==> src/sv/dnv_pkg.sv <==
// shared types, constants and character classification for the domain name validator
`default_nettype none

package dnv_pkg;

    localparam int NAME_LEN_W  = 10;
    localparam int LABEL_LEN_W = 8;
    localparam int CHAR_W      = 8;
    localparam int APB_ADDR_W  = 3;
    localparam int APB_DATA_W  = 32;
    localparam int OUT_DATA_W  = 8;

    localparam logic [NAME_LEN_W-1:0]  MAX_NAME_LEN_RST  = 10'd253;
    localparam logic [LABEL_LEN_W-1:0] MAX_LABEL_LEN_RST = 8'd63;

    localparam logic [CHAR_W-1:0] CH_DOT    = 8'h2E;
    localparam logic [CHAR_W-1:0] CH_HYPHEN = 8'h2D;

    // register index, taken from paddr[2]
    localparam logic REG_MAX_NAME_LEN  = 1'b0;
    localparam logic REG_MAX_LABEL_LEN = 1'b1;

    typedef struct packed {
        logic [NAME_LEN_W-1:0]  max_name_len;
        logic [LABEL_LEN_W-1:0] max_label_len;
    } dnv_cfg_t;

    typedef struct packed {
        logic [CHAR_W-1:0] ch;
        logic              last;
        logic              is_empty;
    } dnv_item_t;

    typedef enum logic [1:0] {
        CC_DOT,
        CC_HYPHEN,
        CC_ALNUM,
        CC_OTHER
    } dnv_char_class_t;

    function automatic dnv_char_class_t dnv_classify(input logic [CHAR_W-1:0] ch);
        dnv_char_class_t cc;
        if (ch == CH_DOT)
            cc = CC_DOT;
        else if (ch == CH_HYPHEN)
            cc = CC_HYPHEN;
        else if (ch inside {[8'h30:8'h39], [8'h41:8'h5A], [8'h61:8'h7A]})
            cc = CC_ALNUM;
        else
            cc = CC_OTHER;
        return cc;
    endfunction

endpackage

`default_nettype wire

==> src/sv/domain_name_validator.sv <==
// top level of the streaming domain name syntax checker
// Checks a domain name that arrives one ASCII byte per transfer on the slave
// stream, tlast on the final byte, and returns one result transfer per name
// whose bit 0 is 1 when the name is well formed. A name passes when it is
// not empty, holds at most max_name_length characters and at least one dot,
// every label is non-empty and at most max_label_length characters, labels
// hold only letters, digits and hyphens, and no hyphen starts or ends a label.
// An empty name is sent as a single transfer with tuser set and tlast set and
// always fails; tuser without tlast is dropped. A byte is taken every cycle
// unless the input stalls: one input register feeds the per-name counters
// and flags, and the result lands in an output register, so throughput is
// one byte per clock when not stalled; a result is offered on m_tvalid from
// the result register after its last byte leaves the input register. The
// input stalls only when a last byte waits in the input register, the result
// register is still full and m_tready is low; non-last bytes there never wait.
// Limits sit at apb byte addresses 0 (max_name_length, reset 253) and 4
// (max_label_length, reset 63); change them only while no name is in flight.
`default_nettype none

module domain_name_validator (
    input  wire logic                           clk,
    input  wire logic                           rst_n,
    // apb configuration
    input  wire logic                           psel,
    input  wire logic                           penable,
    input  wire logic                           pwrite,
    input  wire logic [dnv_pkg::APB_ADDR_W-1:0] paddr,
    input  wire logic [dnv_pkg::APB_DATA_W-1:0] pwdata,
    output logic      [dnv_pkg::APB_DATA_W-1:0] prdata,
    output logic                                pready,
    // byte stream in
    input  wire logic                           s_tvalid,
    output logic                                s_tready,
    input  wire logic [dnv_pkg::CHAR_W-1:0]     s_tdata,   // [7:0] ch
    input  wire logic                           s_tlast,   // last byte of the name
    input  wire logic                           s_tuser,   // [0] is_empty
    // result stream out
    output logic                                m_tvalid,
    input  wire logic                           m_tready,
    output logic      [dnv_pkg::OUT_DATA_W-1:0] m_tdata    // [0] valid_res, [7:1] zero
);
    import dnv_pkg::*;

    dnv_cfg_t  cfg;
    dnv_item_t in_item_reg;
    logic      in_valid_reg;
    logic      out_valid_reg;
    logic      out_res_reg;
    logic      step;
    logic      out_free;
    logic      core_res;
    logic      s_xfer;
    logic      m_xfer;

    dnv_cfg_regs u_cfg (
        .clk     (clk),
        .rst_n   (rst_n),
        .psel    (psel),
        .penable (penable),
        .pwrite  (pwrite),
        .paddr   (paddr),
        .pwdata  (pwdata),
        .prdata  (prdata),
        .pready  (pready),
        .cfg     (cfg)
    );

    // result register is free when empty or being drained this cycle
    assign m_xfer   = m_tvalid && m_tready;
    assign out_free = !out_valid_reg || m_tready;

    // a non-last byte always moves on; a last byte needs room for its result
    assign step     = in_valid_reg && (!in_item_reg.last || out_free);
    assign s_tready = !in_valid_reg || step;
    assign s_xfer   = s_tvalid && s_tready;

    // input register
    always_ff @(posedge clk or negedge rst_n)
    begin
        if (!rst_n)
            in_valid_reg <= 1'b0;
        else if (s_tready)
            in_valid_reg <= s_tvalid;
    end

    always_ff @(posedge clk)
    begin
        if (s_xfer)
        begin
            in_item_reg.ch       <= s_tdata;
            in_item_reg.last     <= s_tlast;
            in_item_reg.is_empty <= s_tuser;
        end
    end

    dnv_name_state u_state (
        .clk       (clk),
        .rst_n     (rst_n),
        .step      (step),
        .item      (in_item_reg),
        .cfg       (cfg),
        .valid_res (core_res)
    );

    // result register
    always_ff @(posedge clk or negedge rst_n)
    begin
        if (!rst_n)
            out_valid_reg <= 1'b0;
        else if (step && in_item_reg.last)
            out_valid_reg <= 1'b1;
        else if (m_xfer)
            out_valid_reg <= 1'b0;
    end

    always_ff @(posedge clk)
    begin
        if (step && in_item_reg.last)
            out_res_reg <= core_res;
    end

    assign m_tvalid = out_valid_reg;
    assign m_tdata  = {{(OUT_DATA_W-1){1'b0}}, out_res_reg};

    a_stall_only_when_full: assert property (@(posedge clk) disable iff (!rst_n)
        !s_tready |-> in_valid_reg && in_item_reg.last && out_valid_reg)
        else $error("input stalled without a waiting result");

    a_result_from_last: assert property (@(posedge clk) disable iff (!rst_n)
        $rose(out_valid_reg) |-> $past(step && in_item_reg.last))
        else $error("result appeared without a last byte");

    a_no_overwrite: assert property (@(posedge clk) disable iff (!rst_n)
        step && in_item_reg.last |-> out_free)
        else $error("pending result overwritten");

endmodule

`default_nettype wire

==> src/sv/dnv_cfg_regs.sv <==
// apb register file holding the name and label length limits
`default_nettype none

module dnv_cfg_regs (
    input  wire logic                           clk,
    input  wire logic                           rst_n,
    input  wire logic                           psel,
    input  wire logic                           penable,
    input  wire logic                           pwrite,
    input  wire logic [dnv_pkg::APB_ADDR_W-1:0] paddr,
    input  wire logic [dnv_pkg::APB_DATA_W-1:0] pwdata,
    output logic      [dnv_pkg::APB_DATA_W-1:0] prdata,
    output logic                                pready,
    output dnv_pkg::dnv_cfg_t                   cfg
);
    import dnv_pkg::*;

    logic [NAME_LEN_W-1:0]  max_name_len_reg;
    logic [LABEL_LEN_W-1:0] max_label_len_reg;
    logic                   wr_en;
    logic                   reg_sel;

    assign pready  = 1'b1;
    assign reg_sel = paddr[2];
    assign wr_en   = psel && penable && pwrite && pready;

    always_ff @(posedge clk or negedge rst_n)
    begin
        if (!rst_n)
        begin
            max_name_len_reg  <= MAX_NAME_LEN_RST;
            max_label_len_reg <= MAX_LABEL_LEN_RST;
        end
        else if (wr_en)
        begin
            if (reg_sel == REG_MAX_NAME_LEN)
                max_name_len_reg <= pwdata[NAME_LEN_W-1:0];
            else
                max_label_len_reg <= pwdata[LABEL_LEN_W-1:0];
        end
    end

    always_comb
    begin
        if (reg_sel == REG_MAX_NAME_LEN)
            prdata = {{(APB_DATA_W-NAME_LEN_W){1'b0}}, max_name_len_reg};
        else
            prdata = {{(APB_DATA_W-LABEL_LEN_W){1'b0}}, max_label_len_reg};
    end

    assign cfg.max_name_len  = max_name_len_reg;
    assign cfg.max_label_len = max_label_len_reg;

endmodule

`default_nettype wire

==> src/sv/dnv_name_state.sv <==
// per-name counters and flags, updated once per processed byte
`default_nettype none

module dnv_name_state (
    input  wire logic                clk,
    input  wire logic                rst_n,
    input  wire logic                step,
    input  wire dnv_pkg::dnv_item_t  item,
    input  wire dnv_pkg::dnv_cfg_t   cfg,
    output logic                     valid_res
);
    import dnv_pkg::*;

    logic [LABEL_LEN_W-1:0] label_count_reg, label_count_next;
    logic [NAME_LEN_W-1:0]  total_count_reg, total_count_next;
    logic                   failed_reg, failed_next;
    logic                   seen_dot_reg, seen_dot_next;
    logic                   hyphen_pending_reg, hyphen_pending_next;

    dnv_char_class_t        cc;
    logic [LABEL_LEN_W-1:0] lbl;
    logic [NAME_LEN_W-1:0]  tot;
    logic                   fl;
    logic                   sd;
    logic                   hp;

    assign cc = dnv_classify(item.ch);

    always_comb
    begin
        lbl       = label_count_reg;
        tot       = total_count_reg;
        fl        = failed_reg;
        sd        = seen_dot_reg;
        hp        = hyphen_pending_reg;
        valid_res = 1'b0;

        if (!item.is_empty)
        begin
            // name length, saturating at the limit
            if (tot >= cfg.max_name_len)
                fl = 1'b1;
            else
                tot = tot + 1'b1;

            // hyphen directly before a dot
            if (hp && cc == CC_DOT)
                fl = 1'b1;
            hp = 1'b0;

            case (cc)
                CC_DOT:
                begin
                    if (lbl == '0)
                        fl = 1'b1;
                    lbl = '0;
                    sd  = 1'b1;
                end
                CC_ALNUM:
                begin
                    if (lbl >= cfg.max_label_len)
                        fl = 1'b1;
                    else
                        lbl = lbl + 1'b1;
                end
                CC_HYPHEN:
                begin
                    if (lbl == '0)
                        fl = 1'b1;
                    else if (lbl >= cfg.max_label_len)
                        fl = 1'b1;
                    else
                        lbl = lbl + 1'b1;
                    hp = 1'b1;
                end
                default:
                begin
                    fl = 1'b1;
                end
            endcase

            // end of name: trailing hyphen, empty last label, no dot
            if (item.last && (hp || lbl == '0 || !sd))
                fl = 1'b1;
            valid_res = !fl;
        end

        label_count_next    = lbl;
        total_count_next    = tot;
        failed_next         = fl;
        seen_dot_next       = sd;
        hyphen_pending_next = hp;

        if (item.last)
        begin
            label_count_next    = '0;
            total_count_next    = '0;
            failed_next         = 1'b0;
            seen_dot_next       = 1'b0;
            hyphen_pending_next = 1'b0;
        end
    end

    always_ff @(posedge clk or negedge rst_n)
    begin
        if (!rst_n)
        begin
            label_count_reg    <= '0;
            total_count_reg    <= '0;
            failed_reg         <= 1'b0;
            seen_dot_reg       <= 1'b0;
            hyphen_pending_reg <= 1'b0;
        end
        else if (step)
        begin
            label_count_reg    <= label_count_next;
            total_count_reg    <= total_count_next;
            failed_reg         <= failed_next;
            seen_dot_reg       <= seen_dot_next;
            hyphen_pending_reg <= hyphen_pending_next;
        end
    end

    a_clear_after_last: assert property (@(posedge clk) disable iff (!rst_n)
        step && item.last |=> label_count_reg == '0 && total_count_reg == '0
            && !failed_reg && !seen_dot_reg && !hyphen_pending_reg)
        else $error("name state not cleared after last byte");

    a_pass_needs_dot: assert property (@(posedge clk) disable iff (!rst_n)
        step && item.last && valid_res |-> seen_dot_reg || cc == CC_DOT)
        else $error("name passed without any dot");

    a_empty_fails: assert property (@(posedge clk) disable iff (!rst_n)
        item.is_empty |-> !valid_res)
        else $error("empty name reported as valid");

endmodule

`default_nettype wire

==> config.mk <==
export PLATFORM = sky130hd
export DESIGN_NAME = domain_name_validator
export DESIGN_NICKNAME = d
export VERILOG_FILES = /design/src/sv/dnv_pkg.sv /design/src/sv/domain_name_validator.sv /design/src/sv/dnv_cfg_regs.sv /design/src/sv/dnv_name_state.sv
export SDC_FILE = /design/constraint.sdc
export NUM_CORES = 1
export LEC_CHECK = 0
export BUFFER_PORTS_ARGS = -buffer_cell sky130_fd_sc_hd__clkbuf_2
export CORE_UTILIZATION = 48
export CTS_CLUSTER_SIZE = 14
export DETAILED_ROUTE_END_ITERATION = 7
export PLACE_DENSITY = 0.73
export SLEW_MARGIN = 5
export SYNTH_ARGS = -nofsm -noshare
export SYNTH_HDL_FRONTEND = slang
export SYNTH_SLANG_ARGS = --single-unit
==> constraint.sdc <==
create_clock -name clk -period 2.9 [get_ports clk]
set_input_delay 0.58 -clock clk [delete_from_list [all_inputs] [get_ports clk]]
set_output_delay 0.58 -clock clk [all_outputs]
set_load 0.02 [all_outputs]
# [After elaboration in Yosys (flattened, before gate mapping)]
# Index checks and enable logic that the tools add are counted.
[word_totals] out_inout_bits=43 in_bits=52 elab_cells=93 ff_bits=52
[op_classes] addsub=2 bitwise_logic=1 mux=33 eq_ne=6 n_lt_le_gt_ge=8 n_reduce_logical=30
[op_table] op="10-bit two-way mux" n=4
[op_table] op="8-bit two-way mux" n=5
[op_table] op="8-bit one-hot mux with 3 select lines" n=1
[op_table] op="1-bit two-way mux" n=20
[op_table] op="8-bit by 6-bit equality test with 1-bit output, second input constant" n=2
[op_table] op="8-bit by 7-bit greater-or-equal comparator with 1-bit output, second input constant" n=2
[op_table] op="8-bit by 7-bit <= comparator with 1-bit output, second input constant" n=2
[op_table] op="8-bit zero test" n=2
[op_table] op="1-bit logical AND" n=11
[op_table] op="10-bit by 1-bit adder with 10-bit output, second input constant" n=1
[op_table] op="10-bit greater-or-equal comparator" n=1
[op_table] op="8-bit by 1-bit adder with 8-bit output, second input constant" n=1
[op_table] op="8-bit by 6-bit greater-or-equal comparator with 1-bit output, second input constant" n=1
[op_table] op="8-bit greater-or-equal comparator" n=1
[op_table] op="8-bit by 6-bit <= comparator with 1-bit output, second input constant" n=1
[op_table] op="2-bit AND reduction" n=3
[op_table] op="1-bit zero test" n=5
[op_table] op="1-bit logical OR" n=5
[op_table] op="2-bit two-way mux" n=2
[op_table] op="1-bit one-hot mux with 3 select lines" n=1
[op_table] op="3-bit AND reduction" n=1
[op_table] op="3-bit nonzero test" n=1
[op_table] op="2-bit by 1-bit equality test with 1-bit output, second input constant" n=1
[op_table] op="2-bit equality test, second input constant" n=1
[op_table] op="other kinds (5)" n=5

# [Logic depth before layout (Yosys ltp)]
[logic_depth] word_depth=17 ltp_mapped=11 depth_no_buf=10

# [Hierarchy]
# From an unflattened synthesis, not the netlist that was laid out.
[unflattened] hier_cells=359 hier_area_um2=3504.6
[by_module_without_submodules] module="dnv_name_state" area_per_inst_um2=1965.6 cells_each=254 instances=1 seq_area_each_um2=525.5
[by_module_without_submodules] module="dnv_cfg_regs" area_per_inst_um2=1027.2 cells_each=75 instances=1 seq_area_each_um2=466.7
[by_module_without_submodules] module="domain_name_validator" area_per_inst_um2=511.7 cells_each=30 instances=1 seq_area_each_um2=380.4

# [Worst setup path before layout]
# Ideal clock, no wire load.
[synth_timing] path_type="register to register" startpoint="register u_cfg.max_label_len_reg[2]" endpoint="register out_res_reg, data pin" setup_time_ns=0.256 required_ns=2.644 path_slack_ns=0.169 arrival_time_ns=2.475 stages_incl_launch_ff=11 synth_period_minus_slack_ns=2.731 n_path_buf=0 cell_sequence="dfstp_2 inv_1 ha_1 or4_1 a21oi_1 o31ai_1 nor3_1 a31oi_1 o21ai_1 nand4_1 o211a_1"
[synth_via] elab_chain_cells=12 word_cells_on_any_way=15 cone_classes="1 x order compare; 9 x mux; 5 x reduce/logical"
[synth_lines] item="from (decl)" line_no="dnv_cfg_regs.sv:19" rtl="logic [LABEL_LEN_W-1:0] max_label_len_reg;"
[synth_lines] item="from (signal assigned)" line_no="dnv_cfg_regs.sv:39" rtl="max_label_len_reg <= pwdata[LABEL_LEN_W-1:0];"
[synth_lines] item="8-bit greater-or-equal comparator *" line_no="dnv_name_state.sv:61, dnv_name_state.sv:70"
[synth_lines] item="8-bit two-way mux" line_no="dnv_name_state.sv:61, dnv_name_state.sv:70"
[synth_lines] item="8-bit two-way mux" line_no="dnv_name_state.sv:68" rtl="if (lbl == '0)"
[synth_lines] item="8-bit one-hot mux with 3 select lines" line_no="dnv_name_state.sv:51" rtl="case (cc)"
[synth_lines] item="8-bit two-way mux" line_no="dnv_name_state.sv:38" rtl="if (!item.is_empty)"
[synth_lines] item="8-bit zero test" line_no="dnv_name_state.sv:83" rtl="if (item.last && (hp || lbl == '0 || !sd))"
[synth_lines] item="1-bit logical OR (2 in a row)" line_no="dnv_name_state.sv:83"
[synth_lines] item="1-bit logical AND" line_no="dnv_name_state.sv:83"
[synth_lines] item="1-bit two-way mux *" line_no="dnv_name_state.sv:83"
[synth_lines] item="1-bit two-way mux *" line_no="dnv_name_state.sv:38"
[synth_lines] item="1-bit zero test *" line_no="dnv_name_state.sv:85" rtl="valid_res = !fl;"
[synth_lines] item="to (signal assigned)" line_no="domain_name_validator.sv:119" rtl="out_res_reg <= core_res;"
[synth_lines] item="to (decl)" line_no="domain_name_validator.sv:48" rtl="logic out_res_reg;"
# Mark *: on every way between the ends. The rest lies on a longest branch, timed or not. The select of a mux whose other input is x is not followed.
# A chain may end at the register's enable or synchronous reset.

# [Worst setup path after layout]
[layout_timing] startpoint="register u_cfg.max_label_len_reg[3]" endpoint="register out_res_reg, data pin"
# Same word-level chain as after synthesis.

==> flow_summary_export.csv <==
group,metric,value,unit
floorplanning,die_w,86.0,um
layout,drive_gt1_frac,0.338,
critical_path,crit_fanout,3,
pwr,power_leakage,1.78,nW
sta,fmax,345,MHz
routing,wirelength,6.76,mm
run_status,outcome,"finished with violations",
routing,post-route-drc-count,0,
floorplanning,ios,95,
grt,grt_pass1_vias,2395,
grt,antenna_found_initial,0,
grt,grt_max_degree,25,
layout,num_antenna_cells,0,
routing,drt-initial-drc-count,111,
layout,nets,469,
logic_synthesis,ys_seq_area_frac,0.405,
grt,met1_usage,0.272,
grt,grt_pass1_wl,11.2,mm
logic_synthesis,ys_types,59,
critical_path,worstReg2RegStart,"u_cfg.max_label_len_reg[3]",
sta,setup_ws,-0.000817,ns
logic_synthesis,synth-async-reset-ratio,0.788,
clocking,cts_max_path_buffers,2,
critical_path,cp-start-kind,"flip-flop",
critical_path,arrival,2.97,ns
floorplanning,start_util,0.499,
critical_path,reg2reg_to,"out_res_reg",
logic_synthesis,yosys_warnings,0,
flow_run,drv_cap,0,
routing,vias,2549,
clocking,clkTransAtPathRegs,0.10,ns
critical_path,ff2ff_path_depth,10,
logic_synthesis,yosysTopAreaCell,"dfrtp_1",
sta,slew_viol_final,0,
pwr,power.total,0.00185,W
routing,ant_nets,0,
sta,rsz0062_at_grt,"true",
clocking,cts_sinks,52,
grt,track_usage,0.194,
logic_synthesis,synth_top_area_share,0.207,
sta,layout_min_cycle_time,2.90,ns
logic_synthesis,synthTopCellsByCount,"buf_4 (31), dfrtp_1 (28), inv_1 (25)",
sta,setup_viol,1,
placed_design,dp_hpwl,5.22,mm
placed_design,gp_congestion,0.861,
clocking,cts_tree,"done",
routing,first_pass_iters,4,
logic_synthesis,postSynthCellCount,339,
floorplanning,die_h,86.0,um
layout,syn2layout_area_growth,14.3,%
hold_path,hold_path.class,"input pin to async pin",
logic_synthesis,netlist_area,3390,sq um
clocking,htree_levels,2,
logic_synthesis,synth_enable_flop_cells,11,
routing,viasPerCell,5.17,
clocking,cts_made_buffers,5,
grt,grt-busiest-layer,"met2",
pwr,power_density,478,nW/um^2
grt,grt-ovfl-total,0,
pwr,peakVddDrop,0.000352,V
floorplanning,core,6790,sq um
clocking,cts_hold_buf,0,
sta,skew,0.0123,ns
logic_synthesis,avgSynthCellArea,9.99,sq um
sta,slew_headroom,0.596,
sta,fin_tns_setup,-0.000817,ns
logic_synthesis,synth_area_leaders,"dfrtp_1 (21%), dfstp_2 (10%), edfxtp_1 (9.7%)",
grt,use_met3,0.0318,
logic_synthesis,yosys_register_bits,52,
run_status,violations,"setup timing",
logic_synthesis,yosysMostFrequentCell,"buf_4",
critical_path,endpoint_kind,"flip-flop",
sta,tightest_slew,0.606,ns
critical_path,reg2reg_slack,-0.0008,ns
routing,avgRoutedWirePerCell,13.7,um
sta,finalCritPeriodShare,1.00,
floorplanning,rows,30,
floorplanning,dieArea,7400,sq um
grt,grt.met2_usage,0.315,
clocking,cts_root_buf,"clkbuf_8",
sta,hold_violations,0,
clocking,clock_latency,0.31,ns
critical_path,required,2.97,ns
logic_synthesis,ys.flop_type,"dfrtp_1",
critical_path,timing_worst_setup_path_type,"flip-flop to flip-flop",
placed_design,io_buffers,40,
==> critical path, stage by stage (launching register included) <==
cell,delay (ns)
dfstp_2,0.55
inv_2,0.04
ha_2,0.18
or4_4,0.52
a21oi_4,0.17
nor3_4,0.06
a2111oi_4,0.38
a41oi_2,0.18
o21ai_2,0.19
nand4_1,0.13
o211a_1,0.25
==> timing repair <==
item	CTS	global route
cloned	0	0
hold endpoints to repair	0	0
pin swaps	1	9
gates resized for setup	4	17
endpoints found under the setup margin	1	5
buffers inserted	0	3
==> layout make-up <==
class | instances | area, sq um
sequential | 52 | 1370
multi-input combinational | 247 | 1820
clock inverter | 3 | 18.8
clock buffer | 5 | 68.8
fill | 564 | 2920
tap | 96 | 120
timing repair buffer | 63 | 373
inverter | 27 | 101
==> through the flow <==
| stage | utilization | setup WS, ns | area [sq um] | hold WS [ns] | instances |
|---|---|---|---|---|---|
| 3_5_place_dp | 0.541 | -0.0852 | 3680 | 0.495 | 482 |
| 6_report | 0.570 | -0.000817 | 3870 | 0.269 | 493 |
| 3_3_place_gp | 0.541 | -0.0223 | 3680 | 0.465 | 482 |
| 5_1_grt | 0.570 | -0.103 | 3870 | 0.305 | 493 |
| 4_1_cts | 0.556 | 0.00744 | 3780 | 0.289 | 490 |
| 2_1_floorplan | - | 0.169 | 3490 | 0.284 | 367 |
==> layer usage <==
layer	vias to the layer above	share of wire	wire, um
met5	-	0	0
met4	0	0.0081	55
met3	5	0.043	292
met2	75	0.48	3240
met1	1198	0.47	3170
li1	1271	-	-
==> power breakdown <==
group / switching, W / total (W) / internal (W)
clock network: 0.000243 / 0.000412 / 0.000169
registers: 0.0000661 / 0.000924 / 0.000858
logic: 0.000300 / 0.000516 / 0.000216
==> worst max-delay path by stage <==
stage | from | slack (ns) | depth (start not counted) | to
finish | u_cfg.max_label_len_reg[3] | -0.0008 | 10 | out_res_reg
global route | u_cfg.max_label_len_reg[3] | -0.10 | 10 | out_res_reg
CTS | u_cfg.max_label_len_reg[3] | 0.007 | 11 | out_res_reg
detailed placement | u_cfg.max_label_len_reg[2] | -0.09 | 11 | out_res_reg
global placement | u_cfg.max_label_len_reg[2] | -0.02 | 11 | out_res_reg
floorplan | u_cfg.max_label_len_reg[2] | 0.17 | 10 | out_res_reg
==> kinds of logic after synthesis <==
logic type,after synthesis,synth area share
AO/OA/AOI/OAI,76,0.166
other,2,0.00222
adder cells (fa/ha/maj),21,0.0775
AND/OR/NAND/NOR,93,0.150
multiplexers,21,0.0694
XOR/XNOR,6,0.0155
flip-flops,52,0.405
buffers and inverters,68,0.114
==> cells in the final DEF (no fill, tap or decap), types with 3 or more instances in the layout <==
master	instances
xnor2_1	6
nand3_1	13
nand4_1	6
buf_4	23
o31ai_1	4
nor3b_1	3
ha_1	18
inv_2	4
a21oi_1	12
conb_1	30
dfrtp_1	28
nand2b_1	7
a22o_1	5
clkbuf_8	5
edfxtp_1	11
nor2_1	15
mux2_2	20
dfstp_2	13
a31oi_1	3
nor3_1	6
o211a_1	4
nand2_1	23
clkbuf_2	40
o21ai_0	20
inv_1	22
Note: power is estimated with default switching activity, not from simulation.
